<file path="config.mk">
export PLATFORM = sky130hd
export DESIGN_NAME = piecewise_linear_envelope_table_flat
export DESIGN_NICKNAME = d
export VERILOG_FILES = /design/src/plet_pkg.sv /design/src/plet_if.sv /design/src/plet_prep.sv /design/src/plet_class.sv /design/src/plet_mul.sv /design/src/plet_div_stage.sv /design/src/piecewise_linear_envelope_table.sv /design/src/flat_wrapper.sv
export SDC_FILE = /design/constraint.sdc
export NUM_CORES = 2
export LEC_CHECK = 0
export ABC_AREA = 1
export BUFFER_PORTS_ARGS = -buffer_cell sky130_fd_sc_hd__buf_2
export CAP_MARGIN = 20
export CORE_UTILIZATION = 55
export CTS_CLUSTER_DIAMETER = 30
export DETAILED_ROUTE_END_ITERATION = 16
export PLACE_DENSITY = 0.72
export SYNTH_ARGS = -nofsm -noshare
export SYNTH_HDL_FRONTEND = slang
export SYNTH_SLANG_ARGS = --single-unit
</file>
<file path="constraint.sdc">
create_clock -name clk -period 14.6 [get_ports clk]
set_input_delay 2.19 -clock clk [delete_from_list [all_inputs] [get_ports clk]]
set_output_delay 2.19 -clock clk [all_outputs]
set_load 0.05 [all_outputs]
</file>
<file path="src/plet_pkg.sv">
// Shared constants, codes and stage word types for the piecewise linear envelope table.
// No dependencies; the design files refer to this package by scoped names, the test files import it.
package plet_pkg;

  // Largest table the block serves; frame_count saturates to it.
  localparam int MAX_FRAMES = 65536;

  localparam int POS_W      = 16;
  localparam int N_W        = 17;
  localparam int LVL_W      = 16;
  localparam int ST_W       = 2;
  localparam int MODE_W     = 2;
  localparam int CFG_IDX_W  = 3;
  localparam int CFG_DATA_W = N_W;

  // Divider: quotient bits, bits retired per stage, stage count.
  localparam int Q_W        = 16;
  localparam int DIV_STEPS  = 2;
  localparam int DIV_STAGES = Q_W / DIV_STEPS;
  localparam int PROD_W     = 2 * Q_W;

  localparam logic [LVL_W-1:0] ONE_Q15         = LVL_W'(32768);
  localparam logic [LVL_W-1:0] DEFAULT_SUSTAIN = LVL_W'(10912);

  localparam logic [ST_W-1:0] ST_OK    = ST_W'(0);
  localparam logic [ST_W-1:0] ST_FIT   = ST_W'(1);
  localparam logic [ST_W-1:0] ST_RANGE = ST_W'(2);

  localparam logic [MODE_W-1:0] MODE_AD   = MODE_W'(0);
  localparam logic [MODE_W-1:0] MODE_ADR  = MODE_W'(1);
  localparam logic [MODE_W-1:0] MODE_ADSR = MODE_W'(2);
  localparam logic [MODE_W-1:0] MODE_ALT  = MODE_W'(3);

  localparam logic [CFG_IDX_W-1:0] CFG_MODE    = CFG_IDX_W'(0);
  localparam logic [CFG_IDX_W-1:0] CFG_FRAMES  = CFG_IDX_W'(1);
  localparam logic [CFG_IDX_W-1:0] CFG_ATTACK  = CFG_IDX_W'(2);
  localparam logic [CFG_IDX_W-1:0] CFG_DECAY   = CFG_IDX_W'(3);
  localparam logic [CFG_IDX_W-1:0] CFG_RELEASE = CFG_IDX_W'(4);
  localparam logic [CFG_IDX_W-1:0] CFG_SUSTAIN = CFG_IDX_W'(5);

  // Configuration as the pipeline sees it (already saturated / defaulted).
  typedef struct packed {
    logic [MODE_W-1:0] mode;
    logic [N_W-1:0]    frames;
    logic [N_W-1:0]    attack;
    logic [N_W-1:0]    decay;
    logic [N_W-1:0]    rel_len;
    logic [LVL_W-1:0]  sustain;
  } cfg_t;

  // Word after the prep stage: position plus segment boundaries.
  typedef struct packed {
    logic [POS_W-1:0]  pos;
    logic [MODE_W-1:0] mode;
    logic [N_W-1:0]    frames;
    logic [N_W-1:0]    attack;
    logic [N_W-1:0]    decay;
    logic [LVL_W-1:0]  sustain;
    logic [N_W:0]      ad;
    logic [N_W+1:0]    adr;
    logic [N_W-1:0]    n_a;
    logic [N_W-1:0]    n_p;
    logic [N_W-1:0]    ad_p;
    logic [N_W-1:0]    rel_seg;
    logic [N_W-1:0]    sus_end;
  } prep_t;

  // Word after classification: level = base + mult * j / den.
  typedef struct packed {
    logic [LVL_W-1:0] mult;
    logic [N_W-1:0]   j;
    logic [N_W-1:0]   den;
    logic [LVL_W-1:0] base;
    logic [ST_W-1:0]  status;
  } term_t;

  // Divider word: partial remainder, unconsumed dividend bits, quotient so far.
  typedef struct packed {
    logic [N_W-1:0]   rem;
    logic [Q_W-1:0]   low;
    logic [Q_W-1:0]   q;
    logic [N_W-1:0]   den;
    logic [LVL_W-1:0] base;
    logic [ST_W-1:0]  status;
  } div_t;

endpackage

</file>
<file path="src/plet_if.sv">
// Handshake channel interfaces: request, result and configuration write.
// Depends on plet_pkg for field widths.
interface plet_req_if;
  logic                        valid;
  logic                        ready;
  logic [plet_pkg::POS_W-1:0]  position;
  modport source (output valid, output position, input ready);
  modport sink   (input valid, input position, output ready);
endinterface

interface plet_rsp_if;
  logic                        valid;
  logic                        ready;
  logic [plet_pkg::LVL_W-1:0]  level;
  logic [plet_pkg::ST_W-1:0]   status;
  modport source (output valid, output level, output status, input ready);
  modport sink   (input valid, input level, input status, output ready);
endinterface

interface plet_cfg_if;
  logic                             valid;
  logic                             ready;
  logic [plet_pkg::CFG_IDX_W-1:0]   index;
  logic [plet_pkg::CFG_DATA_W-1:0]  data;
  modport source (output valid, output index, output data, input ready);
  modport sink   (input valid, input index, input data, output ready);
endinterface

</file>
<file path="src/plet_prep.sv">
// First pipeline stage: capture the position and precompute segment sums and differences.
// Depends on plet_pkg.
module plet_prep (
  input  logic                       clk,
  input  logic                       rst,
  input  logic                       in_valid,
  output logic                       in_ready,
  input  logic [plet_pkg::POS_W-1:0] in_pos,
  input  plet_pkg::cfg_t             cfg,
  output logic                       out_valid,
  input  logic                       out_ready,
  output plet_pkg::prep_t            out_data
);

  plet_pkg::prep_t data_next;

  always_comb begin
    logic [plet_pkg::N_W:0] ad;
    ad = {1'b0, cfg.attack} + {1'b0, cfg.decay};
    data_next.pos     = in_pos;
    data_next.mode    = cfg.mode;
    data_next.frames  = cfg.frames;
    data_next.attack  = cfg.attack;
    data_next.decay   = cfg.decay;
    data_next.sustain = cfg.sustain;
    data_next.ad      = ad;
    data_next.adr     = {2'b00, cfg.attack} + {2'b00, cfg.decay} + {2'b00, cfg.rel_len};
    data_next.n_a     = cfg.frames - cfg.attack;
    data_next.n_p     = cfg.frames - {1'b0, in_pos};
    data_next.ad_p    = plet_pkg::N_W'(ad - {2'b00, in_pos});
    // Release length: remainder of the table in mode 1, the register otherwise.
    if (cfg.mode == plet_pkg::MODE_ADR) begin
      data_next.rel_seg = cfg.frames - cfg.attack - cfg.decay;
      data_next.sus_end = plet_pkg::N_W'(ad);
    end else begin
      data_next.rel_seg = cfg.rel_len;
      data_next.sus_end = cfg.frames - cfg.rel_len;
    end
  end

  assign in_ready = !out_valid || out_ready;

  always_ff @(posedge clk) begin
    if (rst) begin
      out_valid <= 1'b0;
    end else if (in_ready) begin
      out_valid <= in_valid;
    end
  end

  always_ff @(posedge clk) begin
    if (in_valid && in_ready) begin
      out_data <= data_next;
    end
  end

endmodule

</file>
<file path="src/plet_class.sv">
// Second pipeline stage: check fit and range, pick the segment and its ramp terms.
// Depends on plet_pkg.
module plet_class (
  input  logic            clk,
  input  logic            rst,
  input  logic            in_valid,
  output logic            in_ready,
  input  plet_pkg::prep_t in_data,
  output logic            out_valid,
  input  logic            out_ready,
  output plet_pkg::term_t out_data
);

  plet_pkg::term_t data_next;

  always_comb begin
    logic fit_bad;
    logic range_bad;
    case (in_data.mode)
      plet_pkg::MODE_AD:  fit_bad = in_data.attack > in_data.frames;
      plet_pkg::MODE_ADR: fit_bad = in_data.ad >= {1'b0, in_data.frames};
      default:            fit_bad = in_data.adr >= {2'b00, in_data.frames};
    endcase
    range_bad = {1'b0, in_data.pos} >= in_data.frames;

    data_next.mult   = '0;
    data_next.j      = '0;
    data_next.den    = plet_pkg::N_W'(1);
    data_next.base   = '0;
    data_next.status = plet_pkg::ST_OK;

    if (fit_bad) begin
      data_next.status = plet_pkg::ST_FIT;
    end else if (range_bad) begin
      data_next.status = plet_pkg::ST_RANGE;
    end else if ({1'b0, in_data.pos} < in_data.attack) begin
      data_next.mult = plet_pkg::ONE_Q15;
      data_next.j    = {1'b0, in_data.pos};
      data_next.den  = in_data.attack;
    end else if (in_data.mode == plet_pkg::MODE_AD) begin
      data_next.mult = plet_pkg::ONE_Q15;
      data_next.j    = in_data.n_p;
      data_next.den  = in_data.n_a;
    end else if ({2'b00, in_data.pos} < in_data.ad) begin
      data_next.mult = plet_pkg::ONE_Q15 - in_data.sustain;
      data_next.j    = in_data.ad_p;
      data_next.den  = in_data.decay;
      data_next.base = in_data.sustain;
    end else if ({1'b0, in_data.pos} < in_data.sus_end) begin
      data_next.base = in_data.sustain;
    end else begin
      data_next.mult = in_data.sustain;
      data_next.j    = in_data.n_p;
      data_next.den  = in_data.rel_seg;
    end
  end

  assign in_ready = !out_valid || out_ready;

  always_ff @(posedge clk) begin
    if (rst) begin
      out_valid <= 1'b0;
    end else if (in_ready) begin
      out_valid <= in_valid;
    end
  end

  always_ff @(posedge clk) begin
    if (in_valid && in_ready) begin
      out_data <= data_next;
    end
  end

endmodule

</file>
<file path="src/plet_mul.sv">
// Third pipeline stage: form the dividend mult * j and seed the divider word.
// Depends on plet_pkg.
module plet_mul (
  input  logic            clk,
  input  logic            rst,
  input  logic            in_valid,
  output logic            in_ready,
  input  plet_pkg::term_t in_data,
  output logic            out_valid,
  input  logic            out_ready,
  output plet_pkg::div_t  out_data
);

  plet_pkg::div_t data_next;

  always_comb begin
    logic [plet_pkg::PROD_W-1:0] prod;
    prod = plet_pkg::PROD_W'({{plet_pkg::N_W{1'b0}}, in_data.mult} *
                             {{plet_pkg::LVL_W{1'b0}}, in_data.j});
    // Quotient fits Q_W bits, so the high half is already below den.
    data_next.rem    = plet_pkg::N_W'(prod[plet_pkg::PROD_W-1:plet_pkg::Q_W]);
    data_next.low    = prod[plet_pkg::Q_W-1:0];
    data_next.q      = '0;
    data_next.den    = in_data.den;
    data_next.base   = in_data.base;
    data_next.status = in_data.status;
  end

  assign in_ready = !out_valid || out_ready;

  always_ff @(posedge clk) begin
    if (rst) begin
      out_valid <= 1'b0;
    end else if (in_ready) begin
      out_valid <= in_valid;
    end
  end

  always_ff @(posedge clk) begin
    if (in_valid && in_ready) begin
      out_data <= data_next;
    end
  end

endmodule

</file>
<file path="src/plet_div_stage.sv">
// One restoring-divider stage: retire DIV_STEPS quotient bits per word.
// Depends on plet_pkg.
module plet_div_stage (
  input  logic           clk,
  input  logic           rst,
  input  logic           in_valid,
  output logic           in_ready,
  input  plet_pkg::div_t in_data,
  output logic           out_valid,
  input  logic           out_ready,
  output plet_pkg::div_t out_data
);

  plet_pkg::div_t data_next;

  always_comb begin
    logic [plet_pkg::N_W:0] trial;
    data_next = in_data;
    for (int k = 0; k < plet_pkg::DIV_STEPS; k++) begin
      trial = {data_next.rem, data_next.low[plet_pkg::Q_W-1]};
      data_next.low = data_next.low << 1;
      if (trial >= {1'b0, data_next.den}) begin
        data_next.rem = plet_pkg::N_W'(trial - {1'b0, data_next.den});
        data_next.q   = {data_next.q[plet_pkg::Q_W-2:0], 1'b1};
      end else begin
        data_next.rem = trial[plet_pkg::N_W-1:0];
        data_next.q   = {data_next.q[plet_pkg::Q_W-2:0], 1'b0};
      end
    end
  end

  assign in_ready = !out_valid || out_ready;

  always_ff @(posedge clk) begin
    if (rst) begin
      out_valid <= 1'b0;
    end else if (in_ready) begin
      out_valid <= in_valid;
    end
  end

  always_ff @(posedge clk) begin
    if (in_valid && in_ready) begin
      out_data <= data_next;
    end
  end

endmodule

</file>
<file path="src/piecewise_linear_envelope_table.sv">
// Top level of the piecewise linear envelope table: config registers, pipeline, result register.
// Depends on plet_pkg, plet_if.sv and the plet_prep/class/mul/div_stage modules.
//
//   channel  role    word                      accepted when
//   req      sink    position                  req.valid && req.ready
//   rsp      source  level, status             rsp.valid && rsp.ready
//   cfg      sink    index, data (17 bits)     cfg.valid && cfg.ready (ready is always high)
//
// One word enters per clock while no stall backs up to req.ready; a request, once taken, passes through
// prep, classify, multiply, 8 divider stages at 2 quotient bits each, then the result register.
// The 16-bit quotient of the 16x17 product by the segment length sets the divider depth.
// Reset (rst, synchronous) clears every valid bit and loads the register defaults.
// A full stage holds its word until its successor takes it; empty slots close up under a stall.
module piecewise_linear_envelope_table (
  input  logic         clk,
  input  logic         rst,
  plet_req_if.sink     req,
  plet_rsp_if.source   rsp,
  plet_cfg_if.sink     cfg
);

  // Clamp the frame count to the largest supported table.
  function automatic logic [plet_pkg::N_W-1:0] frames_sat(input logic [plet_pkg::N_W-1:0] v);
    if (32'(v) > plet_pkg::MAX_FRAMES) begin
      return plet_pkg::N_W'(plet_pkg::MAX_FRAMES);
    end
    return v;
  endfunction

  // Zero picks the default level; anything above full scale clamps to it.
  function automatic logic [plet_pkg::LVL_W-1:0] sustain_norm(
    input logic [plet_pkg::LVL_W-1:0] v
  );
    if (v == '0) begin
      return plet_pkg::DEFAULT_SUSTAIN;
    end
    if (v > plet_pkg::ONE_Q15) begin
      return plet_pkg::ONE_Q15;
    end
    return v;
  endfunction

  // ---------------------------------------------------------------------------
  // Configuration registers, held in their effective form.
  // ---------------------------------------------------------------------------
  plet_pkg::cfg_t env_cfg;

  assign cfg.ready = 1'b1;

  always_ff @(posedge clk) begin
    if (rst) begin
      env_cfg.mode    <= plet_pkg::MODE_AD;
      env_cfg.frames  <= frames_sat(plet_pkg::N_W'(65536));
      env_cfg.attack  <= '0;
      env_cfg.decay   <= '0;
      env_cfg.rel_len <= '0;
      env_cfg.sustain <= plet_pkg::DEFAULT_SUSTAIN;
    end else if (cfg.valid && cfg.ready) begin
      case (cfg.index)
        plet_pkg::CFG_MODE: begin
          // Mode 3 runs as the full attack-decay-sustain-release shape.
          if (cfg.data[plet_pkg::MODE_W-1:0] == plet_pkg::MODE_ALT) begin
            env_cfg.mode <= plet_pkg::MODE_ADSR;
          end else begin
            env_cfg.mode <= cfg.data[plet_pkg::MODE_W-1:0];
          end
        end
        plet_pkg::CFG_FRAMES:  env_cfg.frames  <= frames_sat(cfg.data);
        plet_pkg::CFG_ATTACK:  env_cfg.attack  <= cfg.data;
        plet_pkg::CFG_DECAY:   env_cfg.decay   <= cfg.data;
        plet_pkg::CFG_RELEASE: env_cfg.rel_len <= cfg.data;
        plet_pkg::CFG_SUSTAIN: env_cfg.sustain <= sustain_norm(cfg.data[plet_pkg::LVL_W-1:0]);
        default: ;  // drop writes past the register list
      endcase
    end
  end

  // ---------------------------------------------------------------------------
  // Front stages: prep, classify, multiply.
  // ---------------------------------------------------------------------------
  logic            prep_valid;
  logic            prep_ready;
  plet_pkg::prep_t prep_data;
  logic            term_valid;
  logic            term_ready;
  plet_pkg::term_t term_data;

  logic [plet_pkg::DIV_STAGES:0] div_valid;
  logic [plet_pkg::DIV_STAGES:0] div_ready;
  plet_pkg::div_t                div_data [plet_pkg::DIV_STAGES+1];

  plet_prep u_prep (
    .clk       (clk),
    .rst       (rst),
    .in_valid  (req.valid),
    .in_ready  (req.ready),
    .in_pos    (req.position),
    .cfg       (env_cfg),
    .out_valid (prep_valid),
    .out_ready (prep_ready),
    .out_data  (prep_data)
  );

  plet_class u_class (
    .clk       (clk),
    .rst       (rst),
    .in_valid  (prep_valid),
    .in_ready  (prep_ready),
    .in_data   (prep_data),
    .out_valid (term_valid),
    .out_ready (term_ready),
    .out_data  (term_data)
  );

  plet_mul u_mul (
    .clk       (clk),
    .rst       (rst),
    .in_valid  (term_valid),
    .in_ready  (term_ready),
    .in_data   (term_data),
    .out_valid (div_valid[0]),
    .out_ready (div_ready[0]),
    .out_data  (div_data[0])
  );

  // ---------------------------------------------------------------------------
  // Divider chain: each stage shifts in the next dividend bits.
  // ---------------------------------------------------------------------------
  for (genvar g = 0; g < plet_pkg::DIV_STAGES; g++) begin : g_div
    plet_div_stage u_stage (
      .clk       (clk),
      .rst       (rst),
      .in_valid  (div_valid[g]),
      .in_ready  (div_ready[g]),
      .in_data   (div_data[g]),
      .out_valid (div_valid[g+1]),
      .out_ready (div_ready[g+1]),
      .out_data  (div_data[g+1])
    );
  end

  // ---------------------------------------------------------------------------
  // Result register: add the segment base to the quotient.
  // Error words carry base 0 and a zero dividend, so they come out as level 0.
  // ---------------------------------------------------------------------------
  logic                       res_valid;
  logic [plet_pkg::LVL_W-1:0] res_level;
  logic [plet_pkg::ST_W-1:0]  res_status;
  logic [plet_pkg::LVL_W-1:0] level_next;

  assign level_next = div_data[plet_pkg::DIV_STAGES].base + div_data[plet_pkg::DIV_STAGES].q;
  assign div_ready[plet_pkg::DIV_STAGES] = !res_valid || rsp.ready;

  always_ff @(posedge clk) begin
    if (rst) begin
      res_valid <= 1'b0;
    end else if (div_ready[plet_pkg::DIV_STAGES]) begin
      res_valid <= div_valid[plet_pkg::DIV_STAGES];
    end
  end

  always_ff @(posedge clk) begin
    if (div_valid[plet_pkg::DIV_STAGES] && div_ready[plet_pkg::DIV_STAGES]) begin
      res_level  <= level_next;
      res_status <= div_data[plet_pkg::DIV_STAGES].status;
    end
  end

  assign rsp.valid  = res_valid;
  assign rsp.level  = res_level;
  assign rsp.status = res_status;

`ifndef ASSERT_OFF
  // The dividend must leave a quotient that fits: the seeded remainder is below den.
  a_div_entry: assert property (@(posedge clk) disable iff (rst)
    div_valid[0] |-> div_data[0].rem < div_data[0].den)
    else $error("divider seeded with remainder not below divisor");

  // After the last stage the remainder is a true remainder.
  a_div_exit: assert property (@(posedge clk) disable iff (rst)
    div_valid[plet_pkg::DIV_STAGES] |->
      div_data[plet_pkg::DIV_STAGES].rem < div_data[plet_pkg::DIV_STAGES].den)
    else $error("divider remainder not below divisor at exit");

  // Error results carry a zero level.
  a_err_zero: assert property (@(posedge clk) disable iff (rst)
    (rsp.valid && rsp.status != plet_pkg::ST_OK) |-> rsp.level == '0)
    else $error("error result with nonzero level");

  // No envelope value exceeds full scale.
  a_level_max: assert property (@(posedge clk) disable iff (rst)
    rsp.valid |-> rsp.level <= plet_pkg::ONE_Q15)
    else $error("level above full scale");
`endif

endmodule

</file>
<file path="src/flat_wrapper.sv">
// flat-port wrapper written by rule: the top's interface ports become plain ports
module piecewise_linear_envelope_table_flat 
  (clk, rst, req_valid, req_position, req_ready, rsp_valid, rsp_level, rsp_status, rsp_ready, cfg_valid, cfg_index, cfg_data, cfg_ready);
  plet_req_if req_i ();
  plet_rsp_if rsp_i ();
  plet_cfg_if cfg_i ();
  input  logic clk;
  input  logic rst;
  input wire logic [$bits(req_i.valid)-1:0] req_valid;
  input wire logic [$bits(req_i.position)-1:0] req_position;
  output wire logic [$bits(req_i.ready)-1:0] req_ready;
  output wire logic [$bits(rsp_i.valid)-1:0] rsp_valid;
  output wire logic [$bits(rsp_i.level)-1:0] rsp_level;
  output wire logic [$bits(rsp_i.status)-1:0] rsp_status;
  input wire logic [$bits(rsp_i.ready)-1:0] rsp_ready;
  input wire logic [$bits(cfg_i.valid)-1:0] cfg_valid;
  input wire logic [$bits(cfg_i.index)-1:0] cfg_index;
  input wire logic [$bits(cfg_i.data)-1:0] cfg_data;
  output wire logic [$bits(cfg_i.ready)-1:0] cfg_ready;
  assign req_i.valid = req_valid;
  assign req_i.position = req_position;
  assign req_ready = req_i.ready;
  assign rsp_valid = rsp_i.valid;
  assign rsp_level = rsp_i.level;
  assign rsp_status = rsp_i.status;
  assign rsp_i.ready = rsp_ready;
  assign cfg_i.valid = cfg_valid;
  assign cfg_i.index = cfg_index;
  assign cfg_i.data = cfg_data;
  assign cfg_ready = cfg_i.ready;
  piecewise_linear_envelope_table u_core (.clk(clk), .rst(rst), .req(req_i), .rsp(rsp_i), .cfg(cfg_i));
endmodule
</file>
==> flow_summary.ini <==
[timing]
fin_crit_ps = 6300
tns_ps = 0
worstMarginPinSlew_ps = 1070
finalMaxSlewViolations = 0
setup_viol = 0
fmax_ghz = 0.159
rsz0062_at_grt = false
worst_clock_skew_ps = 64.3
period_share_pct = 43.1
hold_violations = 0
max-slew-margin-rel_pct = 28.7

[placement]
hpwl_um = 150000
place.gp.congestion = 0.979
port_buffers = 60
dp_cells = 9317

[floorplan]
core_area_mm2 = 0.122
die_w_um = 354
die_h_um = 354
die_area_mm2 = 0.125
start_util_pct = 55.8
num_rows = 128
io_pins = 62

[synthesis]
syn_nets = 8679
syn_area_mm2 = 0.0682
synth_top_cell_area_share_pct = 38.3
ys_seq_area_share_pct = 41.2
synth_warnings = 0
async_reset_ff_share_pct = 0
yosysUniqueCellTypes = 61
synthTopCellsByCount = nand2_1 (2,018), inv_1 (1,178), edfxtp_1 (870)
synth_edf_count = 870
synth.most_common_cell = nand2_1
synth_top_flop_cell = edfxtp_1
yosys-top-cells-area = edfxtp_1 (38%), ha_1 (11%), nand2_1 (11%), fa_1 (7.2%), inv_1 (6.5%)
ys_ff_latch = 968
synth.largest_area_cell = edfxtp_1
synthesis.area_per_instance_um2 = 8.77
syn_inst = 7777

[final_layout]
fillCellCount = 10200
area_growth_pct = 13.5
fin_nets = 8809
stdcell_count = 9718
drive_gt1_share_pct = 7.59

[clock_tree]
cts_inserted_buffers = 211
clockBufferDepth = 3
cts.sinks = 968
cts_tree = done
postCtsSetupRepairBufs = 0
htreeDepth = 4
cts_root_buf = clkbuf_16
path_clk_slew_ps = 50
cts_resized = 0
ctsHoldBuffers = 0
clock_latency_ps = 820

[global_route]
grt_pass1_vias = 52800
antenna_found_initial = 5
grt.total_usage_pct = 31.3
grt_max_degree = 76
overflow = 0
grt_first_pass_wirelength_um = 302000

[routing]
drt_wl_total_um = 196000
drc = 0
detailroute.via_count = 54100
post_drt_wl_per_cell_um = 20.2
dr.pass1.iters = 6
vias_per_cell = 5.56
first_iter_violations = 5040
antenna_left = 0

[worst_setup_path]
worstSetupStartpointType = input pin
endpoint_kind = output pin
rrSetupSlack_ps = 8410
crit-reg2reg-capture = u_core.u_mul.out_data[79]$_DFFE_PP_
cp_data_required_time_ps = 12410
path_class = input pin to output pin
arrival_ps = 4110
worst-r2r-cell-count = 20
r2r-start = u_core.u_class.out_data[40]$_SDFFCE_PP0P_
crit_fanout = 5

[power]
p_sw_w = 0.00469
p_total_w = 0.0128
p_int_w = 0.00807
peakVddDrop_uv = 204
swShare_pct = 36.8
p_leak_nw = 36.4
combPwrFrac_pct = 34.9
sequentialPowerShare_pct = 27.0
power.density_mw_per_mm2 = 165
pwr-share-clk_pct = 38.1

[status]
status = completed

[worst_hold_path]
hold_class = flop to flop
min_to = u_core.g_div[3].u_stage.out_data[10]$_DFFE_PP_
hold_path_startpoint = u_core.g_div[2].u_stage.out_data[10]$_DFFE_PP_
holdPathStages = 0

[job]
maxCapViolCount = 0
[area by class of cell]
type	instances	area (um2)	share of cell area [%]
diodes	2	5.00	0.00646
clock inverters	166	2020	2.61
clock buffers	231	5410	6.98
multi-input cells	5443	34900	45.0
well taps	1625	2030	2.62
inverters	1194	4480	5.79
flip-flops and latches	968	28100	36.3
repair buffers	89	558	0.720
[flip-flops by register name, indices dropped and copies added, names as in the netlist, 2 cells and up]
name                            count
u_core.u_mul.out_data              67
u_core.env_cfg                     86
u_core.u_prep.out_data            207
u_core.rsp.status                   2
u_core.rsp.level                   16
u_core.g_div.u_stage.out_data     510
u_core.g_div.u_stage.out_valid      8
u_core.u_class.out_data            68
[worst max path at each step]
stage               startpoint                                   to  slack [ps]
floorplan            rsp_ready  u_core.u_prep.out_data[0]$_DFFE_PP_        1000
global placement     rsp_ready                            req_ready        8350
detailed placement   rsp_ready                            req_ready        8300
CTS                  rsp_ready                            req_ready        8290
global route         rsp_ready                            req_ready        8070
finish               rsp_ready                            req_ready        8300
[kinds of logic after synthesis]
logic type	count (synthesis)	share of synthesized area, %
fa+ha+maj	861	18.5
xor+xnor	276	3.54
simple gates	3138	19.5
other cells	1	0.00550
buf+inv	1366	7.81
flops	968	41.2
compound gates	1167	9.42
[cells in the final DEF (no fill, tap or decap), types with 69 or more instances in the layout]
cell       instances
a21oi_1          535
clkbuf_16        213
dfxtp_1           98
edfxtp_1         870
fa_1             247
ha_1             614
inv_1           1173
nand2_1         2018
nand3_1          389
nand4_1           88
nor2_1           392
nor3_1            69
o21ai_0          365
xnor2_1          118
xor2_1           158
[per-layer routing]
metal	vias up	part of all wire, %	wire, um	track usage [%]
met2	2049	47	92400	51.8
met5	-	0.021	41	0
met1	25400	41	79400	39.3
met4	6	5.7	11100	16.9
li1	26100	-	-	-
met3	460	6.6	12900	5.09
[stage by stage]
stage / utilization [%] / hold WS (ps) / setup WS (ps) / instance area [um2]
2_1_floorplan: - / 400 / 1000 / 68200
3_3_place_gp: 57.2 / 401 / 8350 / 70000
3_5_place_dp: 57.2 / 405 / 8300 / 70000
4_1_cts: 63.3 / 405 / 8290 / 77400
5_1_grt: 63.3 / 412 / 8070 / 77500
6_report: 63.3 / 407 / 8300 / 77500
[critical path: stages]
cell and delay (ps):
buf_2 110, nor2_4 160, nand4_2 120, nor2_1 320, nand3_1 210, nor2_2 300
nand2_1 130, nor2_2 220, nand3_1 130, buf_2 230
[power by group through the flow]
| stage | sequential, W | clock [W] | combinational (W) |
|---|---|---|---|
| after CTS | 0.00345 | 0.00491 | 0.00441 |
| after floorplan | 0.00343 | 0 | 0.00325 |
| final | 0.00345 | 0.00485 | 0.00445 |
| after detailed placement | 0.00350 | 0 | 0.00437 |
| after global placement | 0.00349 | 0 | 0.00432 |
| after global routing | 0.00346 | 0.00504 | 0.00508 |
(Power assumes the default switching activity.)
